===== src/rtl/core/cwpe_pkg.sv =====
// shared codes, types and helpers of the credit window packet engine
`default_nettype none
package cwpe_pkg;

    localparam int DEF_RING_SLOTS   = 8;
    localparam int DEF_SEND_BUFFERS = 2;

    localparam logic [2:0] ACT_POST    = 3'd0;
    localparam logic [2:0] ACT_SEND    = 3'd1;
    localparam logic [2:0] ACT_ARRIVE  = 3'd2;
    localparam logic [2:0] ACT_CONSUME = 3'd3;
    localparam logic [2:0] ACT_ACK     = 3'd4;

    localparam logic [2:0] ST_SENT     = 3'd0;
    localparam logic [2:0] ST_BLOCK    = 3'd1;
    localparam logic [2:0] ST_DONE     = 3'd2;
    localparam logic [2:0] ST_CONSUMED = 3'd3;
    localparam logic [2:0] ST_COMPLETE = 3'd4;
    localparam logic [2:0] ST_NONE     = 3'd5;
    localparam logic [2:0] ST_ACCEPTED = 3'd6;

    localparam logic [1:0] REG_PAYLOAD   = 2'd0;
    localparam logic [1:0] REG_THRESHOLD = 2'd1;
    localparam logic [1:0] REG_MAX_OUT   = 2'd2;

    localparam logic [12:0] PAYLOAD_RESET   = 13'd8188;
    localparam logic [7:0]  THRESHOLD_RESET = 8'd5;
    localparam logic [3:0]  MAX_OUT_RESET   = 4'd2;

    localparam logic [15:0] CREDIT_MAX = 16'hFFFF;
    localparam logic [23:0] TOTAL_MAX  = 24'hFFFFFF;

    // controller to datapath
    typedef struct packed {
        logic latch;
        logic scan_clr;
        logic scan_rd;
        logic scan_acc;
        logic exec;
    } t_cmd;

    // datapath to controller
    typedef struct packed {
        logic need_scan;
        logic scan_last;
    } t_sts;

    function automatic logic [15:0] sat_add16(input logic [15:0] a, input logic [15:0] b);
        logic [16:0] s;
        s = {1'b0, a} + {1'b0, b};
        return s[16] ? CREDIT_MAX : s[15:0];
    endfunction

endpackage
`default_nettype wire


===== src/rtl/core/cwpe_ctrl.sv =====
// sequencer: request capture, slot scan and execute steps
`default_nettype none
module cwpe_ctrl
    import cwpe_pkg::*;
(
    input  wire  i_clk,
    input  wire  i_rst_n,
    input  wire  i_start,
    input  t_sts i_sts,
    output t_cmd o_cmd,
    output logic o_busy
);

    localparam logic [2:0] S_IDLE     = 3'd0;
    localparam logic [2:0] S_PREP     = 3'd1;
    localparam logic [2:0] S_SCAN_RD  = 3'd2;
    localparam logic [2:0] S_SCAN_ACC = 3'd3;
    localparam logic [2:0] S_EXEC     = 3'd4;

    logic [2:0] r_state, n_state;

    always_comb begin
        n_state = r_state;
        o_cmd   = '0;
        case (r_state)
            S_IDLE: begin
                if (i_start) begin
                    o_cmd.latch = 1'b1;
                    n_state     = S_PREP;
                end
            end
            S_PREP: begin
                if (i_sts.need_scan) begin
                    o_cmd.scan_clr = 1'b1;
                    n_state        = S_SCAN_RD;
                end else begin
                    n_state = S_EXEC;
                end
            end
            S_SCAN_RD: begin
                o_cmd.scan_rd = 1'b1;
                n_state       = S_SCAN_ACC;
            end
            S_SCAN_ACC: begin
                o_cmd.scan_acc = 1'b1;
                n_state        = i_sts.scan_last ? S_EXEC : S_SCAN_RD;
            end
            S_EXEC: begin
                o_cmd.exec = 1'b1;
                n_state    = S_IDLE;
            end
            default: n_state = S_IDLE;
        endcase
    end

    always_ff @(posedge i_clk) begin
        if (!i_rst_n) begin
            r_state <= S_IDLE;
        end else begin
            r_state <= n_state;
        end
    end

    assign o_busy = (r_state != S_IDLE);

    a_accept_prep: assert property (@(posedge i_clk) disable iff (!i_rst_n)
        (i_start && r_state == S_IDLE) |=> (r_state == S_PREP))
        else $error("accepted request did not enter prep");
    a_acc_after_rd: assert property (@(posedge i_clk) disable iff (!i_rst_n)
        (r_state == S_SCAN_ACC) |-> ($past(r_state) == S_SCAN_RD))
        else $error("scan accumulate without read");
    a_exec_single: assert property (@(posedge i_clk) disable iff (!i_rst_n)
        o_cmd.exec |=> (r_state == S_IDLE))
        else $error("execute step longer than one cycle");

endmodule
`default_nettype wire


===== src/rtl/core/cwpe_dp.sv =====
// datapath: link state, slot ring store and result registers
`default_nettype none
module cwpe_dp
    import cwpe_pkg::*;
#(
    parameter int RING_SLOTS   = DEF_RING_SLOTS,
    parameter int SEND_BUFFERS = DEF_SEND_BUFFERS
)(
    input  wire         i_clk,
    input  wire         i_rst_n,
    input  t_cmd        i_cmd,
    output t_sts        o_sts,
    input  wire  [12:0] i_payload_bytes,
    input  wire  [7:0]  i_ack_threshold,
    input  wire  [3:0]  i_max_outstanding,
    input  wire  [2:0]  i_action,
    input  wire  [23:0] i_message_length,
    input  wire  [3:0]  i_outstanding_writes,
    input  wire  [2:0]  i_arrival_slot,
    input  wire  [12:0] i_arrival_offset,
    input  wire  [7:0]  i_arrival_ack,
    input  wire         i_arrival_last,
    input  wire  [15:0] i_ack_count,
    output logic        o_done,
    output logic [2:0]  o_status,
    output logic [12:0] o_tx_offset,
    output logic [12:0] o_tx_size,
    output logic [7:0]  o_tx_ack,
    output logic        o_tx_last,
    output logic [2:0]  o_tx_remote_slot,
    output logic        o_tx_local_buffer,
    output logic [23:0] o_rx_size,
    output logic        o_ack_out_valid,
    output logic [7:0]  o_ack_out_count,
    output logic [15:0] o_credits_left
);

    localparam int SW = $clog2(RING_SLOTS);
    localparam int BW = (SEND_BUFFERS > 1) ? $clog2(SEND_BUFFERS) : 1;
    localparam logic [SW-1:0] SLOT_LAST = SW'(RING_SLOTS - 1);
    localparam logic [BW-1:0] BUF_LAST  = BW'(SEND_BUFFERS - 1);

    // captured request
    logic [2:0]  r_action;
    logic [23:0] r_len;
    logic [3:0]  r_outst;
    logic [2:0]  r_aslot;
    logic [12:0] r_aoff;
    logic [7:0]  r_aack;
    logic        r_alast;
    logic [15:0] r_ackcnt;

    // link state
    logic [15:0]    r_credits, n_credits;
    logic [7:0]     r_unacked, n_unacked;
    logic [SW-1:0]  r_next_out, n_next_out;
    logic [SW-1:0]  r_next_in, n_next_in;
    logic [BW-1:0]  r_buf, n_buf;
    logic [23:0]    r_remain, n_remain;
    logic [23:0]    r_total, n_total;
    logic [SW-1:0]  r_idx;

    logic [RING_SLOTS-1:0] r_full, r_last, r_live;

    // ack and offset per slot
    logic [20:0] r_mem [RING_SLOTS];
    logic [20:0] r_rd_data;
    logic [SW-1:0] rd_addr;

    // results
    logic [2:0]  n_status;
    logic [12:0] n_tx_offset, n_tx_size;
    logic [7:0]  n_tx_ack;
    logic        n_tx_last;
    logic [2:0]  n_tx_slot;
    logic        n_tx_buf;
    logic [23:0] n_rx_size;
    logic        n_ack_valid;
    logic [7:0]  n_ack_count;

    logic [SW+2:0] aslot_wide;
    logic [SW-1:0] aslot_idx;
    logic          aslot_ok;
    logic [SW+2:0] out_wide;
    logic [12:0]   pay;
    logic [12:0]   off, size;
    logic [24:0]   tot;
    logic [7:0]    unacked_inc;
    logic [BW+7:0] buf_wide;

    assign aslot_wide = {{SW{1'b0}}, r_aslot};
    assign aslot_idx  = aslot_wide[SW-1:0];
    assign aslot_ok   = aslot_wide < (SW+3)'(RING_SLOTS);
    assign out_wide   = {3'b000, r_next_out};
    assign buf_wide   = {8'd0, r_buf};
    assign pay        = (i_payload_bytes == 13'd0) ? 13'd1 : i_payload_bytes;
    assign rd_addr    = i_cmd.scan_rd ? r_idx : r_next_in;

    assign o_sts.need_scan = (r_action == ACT_SEND) && (r_remain != 24'd0)
                             && (r_credits <= 16'd1);
    assign o_sts.scan_last = (r_idx == SLOT_LAST);

    always_comb begin
        n_credits   = r_credits;
        n_unacked   = r_unacked;
        n_next_out  = r_next_out;
        n_next_in   = r_next_in;
        n_buf       = r_buf;
        n_remain    = r_remain;
        n_total     = r_total;
        n_status    = ST_NONE;
        n_tx_offset = '0;
        n_tx_size   = '0;
        n_tx_ack    = '0;
        n_tx_last   = 1'b0;
        n_tx_slot   = '0;
        n_tx_buf    = 1'b0;
        n_rx_size   = '0;
        n_ack_valid = 1'b0;
        n_ack_count = '0;
        off         = '0;
        size        = '0;
        tot         = '0;
        unacked_inc = (r_unacked == 8'hFF) ? 8'hFF : r_unacked + 8'd1;

        if (i_cmd.scan_acc && r_full[r_idx] && r_live[r_idx]) begin
            n_credits = sat_add16(r_credits, {8'd0, r_rd_data[20:13]});
        end

        if (i_cmd.exec) begin
            case (r_action)
                ACT_POST: begin
                    n_remain = r_len;
                    n_buf    = '0;
                    n_status = ST_ACCEPTED;
                end
                ACT_SEND: begin
                    if (r_remain == 24'd0) begin
                        n_status = (r_outst != 4'd0) ? ST_BLOCK : ST_DONE;
                    end else if (r_credits <= 16'd1 || r_outst >= i_max_outstanding) begin
                        n_status = ST_BLOCK;
                    end else begin
                        // last packet right-aligned so it holds what remains
                        off  = (r_remain > {11'd0, pay}) ? 13'd0 : pay - r_remain[12:0];
                        size = pay - off;
                        n_remain    = r_remain - {11'd0, size};
                        n_status    = ST_SENT;
                        n_tx_offset = off;
                        n_tx_size   = size;
                        n_tx_ack    = r_unacked;
                        n_tx_last   = (n_remain == 24'd0);
                        n_tx_slot   = out_wide[2:0];
                        n_tx_buf    = buf_wide[0];
                        n_unacked   = '0;
                        n_buf       = (r_buf == BUF_LAST) ? '0 : r_buf + 1'b1;
                        n_next_out  = (r_next_out == SLOT_LAST) ? '0 : r_next_out + 1'b1;
                        n_credits   = r_credits - 16'd1;
                    end
                end
                ACT_ARRIVE: begin
                    n_status = aslot_ok ? ST_ACCEPTED : ST_NONE;
                end
                ACT_CONSUME: begin
                    if (r_full[r_next_in]) begin
                        off  = r_rd_data[12:0];
                        size = (off > pay) ? 13'd0 : pay - off;
                        tot  = {1'b0, r_total} + {12'd0, size};
                        n_total   = tot[24] ? TOTAL_MAX : tot[23:0];
                        n_credits = sat_add16(r_credits,
                                    r_live[r_next_in] ? {8'd0, r_rd_data[20:13]} : 16'd0);
                        n_unacked = unacked_inc;
                        if (unacked_inc > i_ack_threshold) begin
                            n_ack_valid = 1'b1;
                            n_ack_count = unacked_inc;
                            n_unacked   = '0;
                        end
                        n_next_in = (r_next_in == SLOT_LAST) ? '0 : r_next_in + 1'b1;
                        if (r_last[r_next_in]) begin
                            n_rx_size = n_total;
                            n_total   = '0;
                            n_status  = ST_COMPLETE;
                        end else begin
                            n_rx_size = {11'd0, size};
                            n_status  = ST_CONSUMED;
                        end
                    end
                end
                ACT_ACK: begin
                    n_credits = sat_add16(r_credits, r_ackcnt);
                    n_status  = ST_ACCEPTED;
                end
                default: n_status = ST_NONE;
            endcase
        end
    end

    always_ff @(posedge i_clk) begin
        if (i_cmd.latch) begin
            r_action <= i_action;
            r_len    <= i_message_length;
            r_outst  <= i_outstanding_writes;
            r_aslot  <= i_arrival_slot;
            r_aoff   <= i_arrival_offset;
            r_aack   <= i_arrival_ack;
            r_alast  <= i_arrival_last;
            r_ackcnt <= i_ack_count;
        end
        if (i_cmd.exec && r_action == ACT_ARRIVE && aslot_ok) begin
            r_mem[aslot_idx] <= {r_aack, r_aoff};
        end
        r_rd_data <= r_mem[rd_addr];
        if (i_cmd.exec) begin
            o_status          <= n_status;
            o_tx_offset       <= n_tx_offset;
            o_tx_size         <= n_tx_size;
            o_tx_ack          <= n_tx_ack;
            o_tx_last         <= n_tx_last;
            o_tx_remote_slot  <= n_tx_slot;
            o_tx_local_buffer <= n_tx_buf;
            o_rx_size         <= n_rx_size;
            o_ack_out_valid   <= n_ack_valid;
            o_ack_out_count   <= n_ack_count;
            o_credits_left    <= n_credits;
        end
    end

    always_ff @(posedge i_clk) begin
        if (!i_rst_n) begin
            r_credits  <= 16'(RING_SLOTS);
            r_unacked  <= '0;
            r_next_out <= SW'(1);
            r_next_in  <= SW'(1);
            r_buf      <= '0;
            r_remain   <= '0;
            r_total    <= '0;
            r_idx      <= '0;
            r_full     <= '0;
            r_last     <= '0;
            r_live     <= '0;
            o_done     <= 1'b0;
        end else begin
            r_credits  <= n_credits;
            r_unacked  <= n_unacked;
            r_next_out <= n_next_out;
            r_next_in  <= n_next_in;
            r_buf      <= n_buf;
            r_remain   <= n_remain;
            r_total    <= n_total;
            o_done     <= i_cmd.exec;
            if (i_cmd.scan_clr) begin
                r_idx <= '0;
            end else if (i_cmd.scan_acc && !o_sts.scan_last) begin
                r_idx <= r_idx + 1'b1;
            end
            // reclaimed ack reads as zero from now on
            if (i_cmd.scan_acc && r_full[r_idx]) begin
                r_live[r_idx] <= 1'b0;
            end
            if (i_cmd.exec && r_action == ACT_ARRIVE && aslot_ok) begin
                r_full[aslot_idx] <= 1'b1;
                r_last[aslot_idx] <= r_alast;
                r_live[aslot_idx] <= 1'b1;
            end
            if (i_cmd.exec && r_action == ACT_CONSUME && r_full[r_next_in]) begin
                r_full[r_next_in] <= 1'b0;
                r_last[r_next_in] <= 1'b0;
                r_live[r_next_in] <= 1'b0;
            end
        end
    end

endmodule
`default_nettype wire


===== src/rtl/core/credit_window_packet_engine.sv =====
// top level: register port, sequencer and datapath of the credit window engine
//
//  channel   | handshake                   | payload
//  request   | start, busy (accept: start & !busy) | i_action .. i_ack_count
//  result    | o_done, one-cycle strobe    | o_status .. o_credits_left
//  register  | psel, penable, pwrite, pready | paddr, pwdata, prdata
//
// a request without a credit scan goes through the prep and execute steps, then o_done.
// a send with data left that finds at most one credit first scans the ring, a read
// and an accumulate step per slot, as the slot store has a single read port.
// busy stays high until the result strobe; one request is in flight at a time.
// reset is synchronous; the slot store itself is not cleared, its full bits are.
// results cannot be stalled; the strobe is lost if not taken, the result outputs hold until the next result.
`default_nettype none
module credit_window_packet_engine
    import cwpe_pkg::*;
#(
    parameter int RING_SLOTS   = DEF_RING_SLOTS,
    parameter int SEND_BUFFERS = DEF_SEND_BUFFERS
)(
    input  wire         i_clk,
    input  wire         i_rst_n,
    input  wire         start,
    output logic        busy,
    input  wire  [2:0]  i_action,
    input  wire  [23:0] i_message_length,
    input  wire  [3:0]  i_outstanding_writes,
    input  wire  [2:0]  i_arrival_slot,
    input  wire  [12:0] i_arrival_offset,
    input  wire  [7:0]  i_arrival_ack,
    input  wire         i_arrival_last,
    input  wire  [15:0] i_ack_count,
    output logic        o_done,
    output logic [2:0]  o_status,
    output logic [12:0] o_tx_offset,
    output logic [12:0] o_tx_size,
    output logic [7:0]  o_tx_ack,
    output logic        o_tx_last,
    output logic [2:0]  o_tx_remote_slot,
    output logic        o_tx_local_buffer,
    output logic [23:0] o_rx_size,
    output logic        o_ack_out_valid,
    output logic [7:0]  o_ack_out_count,
    output logic [15:0] o_credits_left,
    input  wire         psel,
    input  wire         penable,
    input  wire         pwrite,
    input  wire  [3:0]  paddr,
    input  wire  [31:0] pwdata,
    output logic [31:0] prdata,
    output logic        pready
);

    logic [12:0] r_payload;
    logic [7:0]  r_threshold;
    logic [3:0]  r_max_out;
    logic        wr_en;
    t_cmd        cmd;
    t_sts        sts;

    assign pready = 1'b1;
    assign wr_en  = psel && penable && pwrite;

    always_ff @(posedge i_clk) begin
        if (!i_rst_n) begin
            r_payload   <= PAYLOAD_RESET;
            r_threshold <= THRESHOLD_RESET;
            r_max_out   <= MAX_OUT_RESET;
        end else if (wr_en) begin
            case (paddr[3:2])
                REG_PAYLOAD:   r_payload   <= pwdata[12:0];
                REG_THRESHOLD: r_threshold <= pwdata[7:0];
                REG_MAX_OUT:   r_max_out   <= pwdata[3:0];
                default: ;
            endcase
        end
    end

    always_comb begin
        case (paddr[3:2])
            REG_PAYLOAD:   prdata = {19'd0, r_payload};
            REG_THRESHOLD: prdata = {24'd0, r_threshold};
            REG_MAX_OUT:   prdata = {28'd0, r_max_out};
            default:       prdata = '0;
        endcase
    end

    cwpe_ctrl u_ctrl (
        .i_clk   (i_clk),
        .i_rst_n (i_rst_n),
        .i_start (start),
        .i_sts   (sts),
        .o_cmd   (cmd),
        .o_busy  (busy)
    );

    cwpe_dp #(
        .RING_SLOTS   (RING_SLOTS),
        .SEND_BUFFERS (SEND_BUFFERS)
    ) u_dp (
        .i_clk                (i_clk),
        .i_rst_n              (i_rst_n),
        .i_cmd                (cmd),
        .o_sts                (sts),
        .i_payload_bytes      (r_payload),
        .i_ack_threshold      (r_threshold),
        .i_max_outstanding    (r_max_out),
        .i_action             (i_action),
        .i_message_length     (i_message_length),
        .i_outstanding_writes (i_outstanding_writes),
        .i_arrival_slot       (i_arrival_slot),
        .i_arrival_offset     (i_arrival_offset),
        .i_arrival_ack        (i_arrival_ack),
        .i_arrival_last       (i_arrival_last),
        .i_ack_count          (i_ack_count),
        .o_done               (o_done),
        .o_status             (o_status),
        .o_tx_offset          (o_tx_offset),
        .o_tx_size            (o_tx_size),
        .o_tx_ack             (o_tx_ack),
        .o_tx_last            (o_tx_last),
        .o_tx_remote_slot     (o_tx_remote_slot),
        .o_tx_local_buffer    (o_tx_local_buffer),
        .o_rx_size            (o_rx_size),
        .o_ack_out_valid      (o_ack_out_valid),
        .o_ack_out_count      (o_ack_out_count),
        .o_credits_left       (o_credits_left)
    );

endmodule
`default_nettype wire


===== config.mk =====
export PLATFORM = sky130hd
export DESIGN_NAME = credit_window_packet_engine
export DESIGN_NICKNAME = d
export VERILOG_FILES = /design/src/rtl/core/cwpe_pkg.sv /design/src/rtl/core/cwpe_ctrl.sv /design/src/rtl/core/cwpe_dp.sv /design/src/rtl/core/credit_window_packet_engine.sv
export SDC_FILE = /design/constraint.sdc
export NUM_CORES = 1
export LEC_CHECK = 0
export BUFFER_PORTS_ARGS = -buffer_cell sky130_fd_sc_hd__buf_2
export CAP_MARGIN = 0
export CELL_PAD_IN_SITES_DETAIL_PLACEMENT = 0
export CELL_PAD_IN_SITES_GLOBAL_PLACEMENT = 1
export CORE_MARGIN = 2
export CORE_UTILIZATION = 43
export CTS_CLUSTER_DIAMETER = 120
export DETAILED_ROUTE_END_ITERATION = 16
export HOLD_SLACK_MARGIN = 0.1
export PLACE_DENSITY_LB_ADDON = 0.1
export SLEW_MARGIN = 20
export SYNTH_ARGS = -nofsm -noshare
export SYNTH_HDL_FRONTEND = slang
export SYNTH_HIERARCHICAL = 1
export SYNTH_SLANG_ARGS = --single-unit

===== constraint.sdc =====
create_clock -name i_clk -period 9 [get_ports i_clk]
set_input_delay 1.8 -clock i_clk [delete_from_list [all_inputs] [get_ports i_clk]]
set_output_delay 1.8 -clock i_clk [all_outputs]
set_load 0.005 [all_outputs]

==> summary.md <==
| Metric | Value |
|---|---|
| Status | complete, no violations |
| Fill cell count | 5400 |
| Internal power | 4070 µW |
| Area of the multi-input gates | 0.0116 mm² |
| Detailed placer's ending HPWL | 50100 µm |
| First-pass GRT wire length | 110000 µm |
| DRC | 0 |
| Most common cell after layout, fill and taps aside | edfxtp_1 |
| Grt total ovfl | 0 |
| Via Count | 18900 |
| Setup TNS | 0 ns |
| Final core utilization | 0.497 |
| Die area | 0.0617 mm² |
| Sequential power share | 0.452 |
| Area contributors post-synth | edfxtp_1 (39%), dfxtp_1 (12%), ha_1 (6.0%), mux4_2 (4.0%), nor2_1 (3.2%) |
| Part of the cycle the worst path needs | 0.942 |
| Slew HR | 0.265 |
| Max Cap Viol | 0 |
| Startpoint types | flip-flop |
| CP Class | reg2reg |
| Initial drt markers | 1434 |
| RePlAce Congestion | 0.875 |
| CP max stage delay | 0.67 ns |
| Synth Area per Inst | 10.7 µm² |
| Clock Tree Root | clkbuf_16 |
| Post-CTS Hold Buffers | 0 |
| Avg WL per Cell | 21.0 µm |
| Fmax | 118 MHz |
| Nets@finish | 2805 |
| Synth top area share | 0.387 |
| Count of final hold-check violations | 0 |
| Switch share | 0.256 |
| Reg clk slew, reported paths | 0.06 ns |
| Synth Cell Area | 0.0257 mm² |
| Area Growth Syn to Fin | 14.2% |
| TritonCTS Buffers | 54 |
| Vias in the first global route | 18800 |
| Clock share of power | 0.432 |
| CP Data Required Time | 9.45 ns |
| Setup Skew | 0.0418 ns |
| Warnings from Yosys | 6 |
| Comb pwr share | 0.115 |
| ANT nets after route | 0 |
| Cell Pwr Density | 186 mW/mm² |
| Final setup viols | 0 |
| CTS tree | built |
| Critical-path cell with the highest stage delay | dfxtp_1 |
| Cell accounting for the most synthesized area | edfxtp_1 |
| Largest net degree at the start of global routing | 72 |
| Drt total wl | 70800 µm |
| H-Tree Depth | 2 |
| Final Critical Period | 8.48 ns |
| Synth async-reset ratio | 0 |
| PortBufs | 198 |
| Via/cell ratio | 5.60 |
| Die X | 248 µm |
| Core area | 0.0590 mm² |
| Post-synthesis cell type count | 102 |
| Max clock buf depth | 3 |
| Critical path arrival | 8.93 ns |
| Top FF cell, synth | edfxtp_1 |
| Post-synth EDFFs | 331 |
| R2r setup slk | 0.52 ns |
| Die Ht | 248 µm |
| Cell Rows | 89 |
| Gate Count Post-Synth | 2393 |
| Total GRT Usage | 0.226 |
| Worst-Margin Slew | 1.10 ns |
| Synthesis-stage register bit count | 487 |
| Worst skew pair latency | 0.64 ns |
| Min-Delay Path Class | reg2reg |
| Static leakage | 0.0112 µW |
| Number of setup buffers added after CTS | 0 |
| Post-cts resize count | 0 |
| Most frequent cells in the layout | edfxtp_1 (331), nor2_1 (217), buf_2 (198) |
| Initial Util | 0.435 |
| Sequential fraction of the synthesis area | 0.508 |
| Initial antenna violation count | 2 |
| Highest net fanout along the worst path | 10 |
| IO Count | 240 |
| FF/Latch Area | 0.0131 mm² |
| Clock sink total | 487 |
| Critical path capture point type | flip-flop |
| Drt first pass iters | 7 |
| RSZ-0062 raised after global routing | no |
| Peak VDD IR | 0.182 mV |
| Psw | 1400 µW |
| Final Max Tran Viols | 0 |
| Share of cells above drive strength 1 | 0.171 |
==> per-layer routing <==
layer  GRT usage  vias to the layer above  share of wire
met2       0.375                      457           0.47
met3      0.0294                      109          0.044
met1       0.310                     9222           0.45
li1            -                     9126              -
met4      0.0696                        0          0.028
met5           0                        -              0
==> critical path: cells and delay by family (launching register included) <==
kind | cells | cell delay [ns]
adder cells (fa/ha/maj) | 4 | 1.19
flip-flops | 1 | 0.67
XOR/XNOR | 3 | 0.51
buffers and inverters | 2 | 0.23
AND/OR/NAND/NOR | 13 | 2.79
AO/OA/AOI/OAI | 13 | 2.88
==> metrics by stage <==
step | cell area, µm² | power (µW) | setup slack [ns] | hold WS (ns) | cells
finish | 29300 | 5470 | 0.519 | 0.462 | 3379
floorplan | 25800 | 2960 | 1.43 | 0.427 | 2411
global placement | 27400 | 3140 | 0.741 | 0.448 | 3275
global route | 29300 | 5690 | 0.00779 | 0.486 | 3378
CTS | 29300 | 5530 | 0.598 | 0.459 | 3377
detailed placement | 27400 | 3150 | 0.640 | 0.450 | 3275
==> sequential cells by signal, summed over array words and instances, names as in the netlist, 16 cells and up <==
signal and flops:
u_dp/r_rd_data 21, u_dp/r_ackcnt 16, u_dp/r_remain 24, u_dp/r_mem 168, u_dp/o_credits_left 16, u_dp/o_rx_size 24, u_dp/r_total 24, u_dp/r_len 24
u_dp/r_credits 16
==> kinds of logic (layout without fill, tap and decap cells) <==
logic type,after synthesis,count (layout),synth area share
compound gates,556,556,0.140
xor+xnor,88,88,0.0300
fa+ha+maj,137,137,0.0686
buf+inv,274,468,0.0453
flops,487,487,0.508
mux,111,111,0.0668
other cells,2,21,0.000292
simple gates,738,738,0.141
==> cells in the mapped netlist (7+ instances only) <==
cell,number
nor3b_1,7
a211oi_1,28
fa_1,8
nor3_1,48
nand4_1,18
mux2i_1,42
nor2_1,222
or4_1,7
o22ai_1,25
or3_1,12
ha_1,124
or2_2,12
nand3_1,60
clkbuf_1,91
dfxtp_1,156
edfxtp_1,331
a21o_1,26
mux4_2,46
nand2_1,175
mux2_2,23
nor2b_1,35
a31oi_1,31
and2_1,37
o21ai_0,127
buf_2,11
xor2_1,30
buf_4,22
o21bai_1,7
a21boi_0,9
buf_1,8
nand2b_1,31
xnor2_1,58
a21oi_1,159
o211ai_1,19
o31ai_1,8
a22oi_1,13
o21a_1,20
inv_1,135
and3_1,20
nor4_1,24
==> power by group through the flow <==
stage               clock [µW]  combinational (µW)  sequential [µW]
floorplan                    0                 455             2510
CTS                       2430                 627             2480
global route              2520                 691             2480
global placement             0                 619             2520
detailed placement           0                 624             2520
finish                    2370                 630             2470
==> path summary, 6_finish.rpt <==
path,start,end,depth (start not counted)
worst min-delay path,u_dp/r_last[7]$_SDFF_PN0_,u_dp/r_last[7]$_SDFF_PN0_,2
worst max-delay path,r_payload[1]$_SDFFE_PN0P_,u_dp/o_tx_last$_SDFFCE_PP0P_,35
worst min register to register,u_dp/r_last[7]$_SDFF_PN0_,u_dp/r_last[7]$_SDFF_PN0_,2
worst max register to register,r_payload[1]$_SDFFE_PN0P_,u_dp/o_tx_last$_SDFFCE_PP0P_,35
==> final cells by class <==
class | instances | share of cell area
diodes | 1 | 0.0000853
clock buffers | 67 | 0.0498
clock inverters | 35 | 0.0160
inverters | 137 | 0.0175
multi-input cells | 1650 | 0.397
flip-flops and latches | 487 | 0.445
well taps | 773 | 0.0330
repair buffers | 229 | 0.0417
Power figures use the tool's default switching activity.
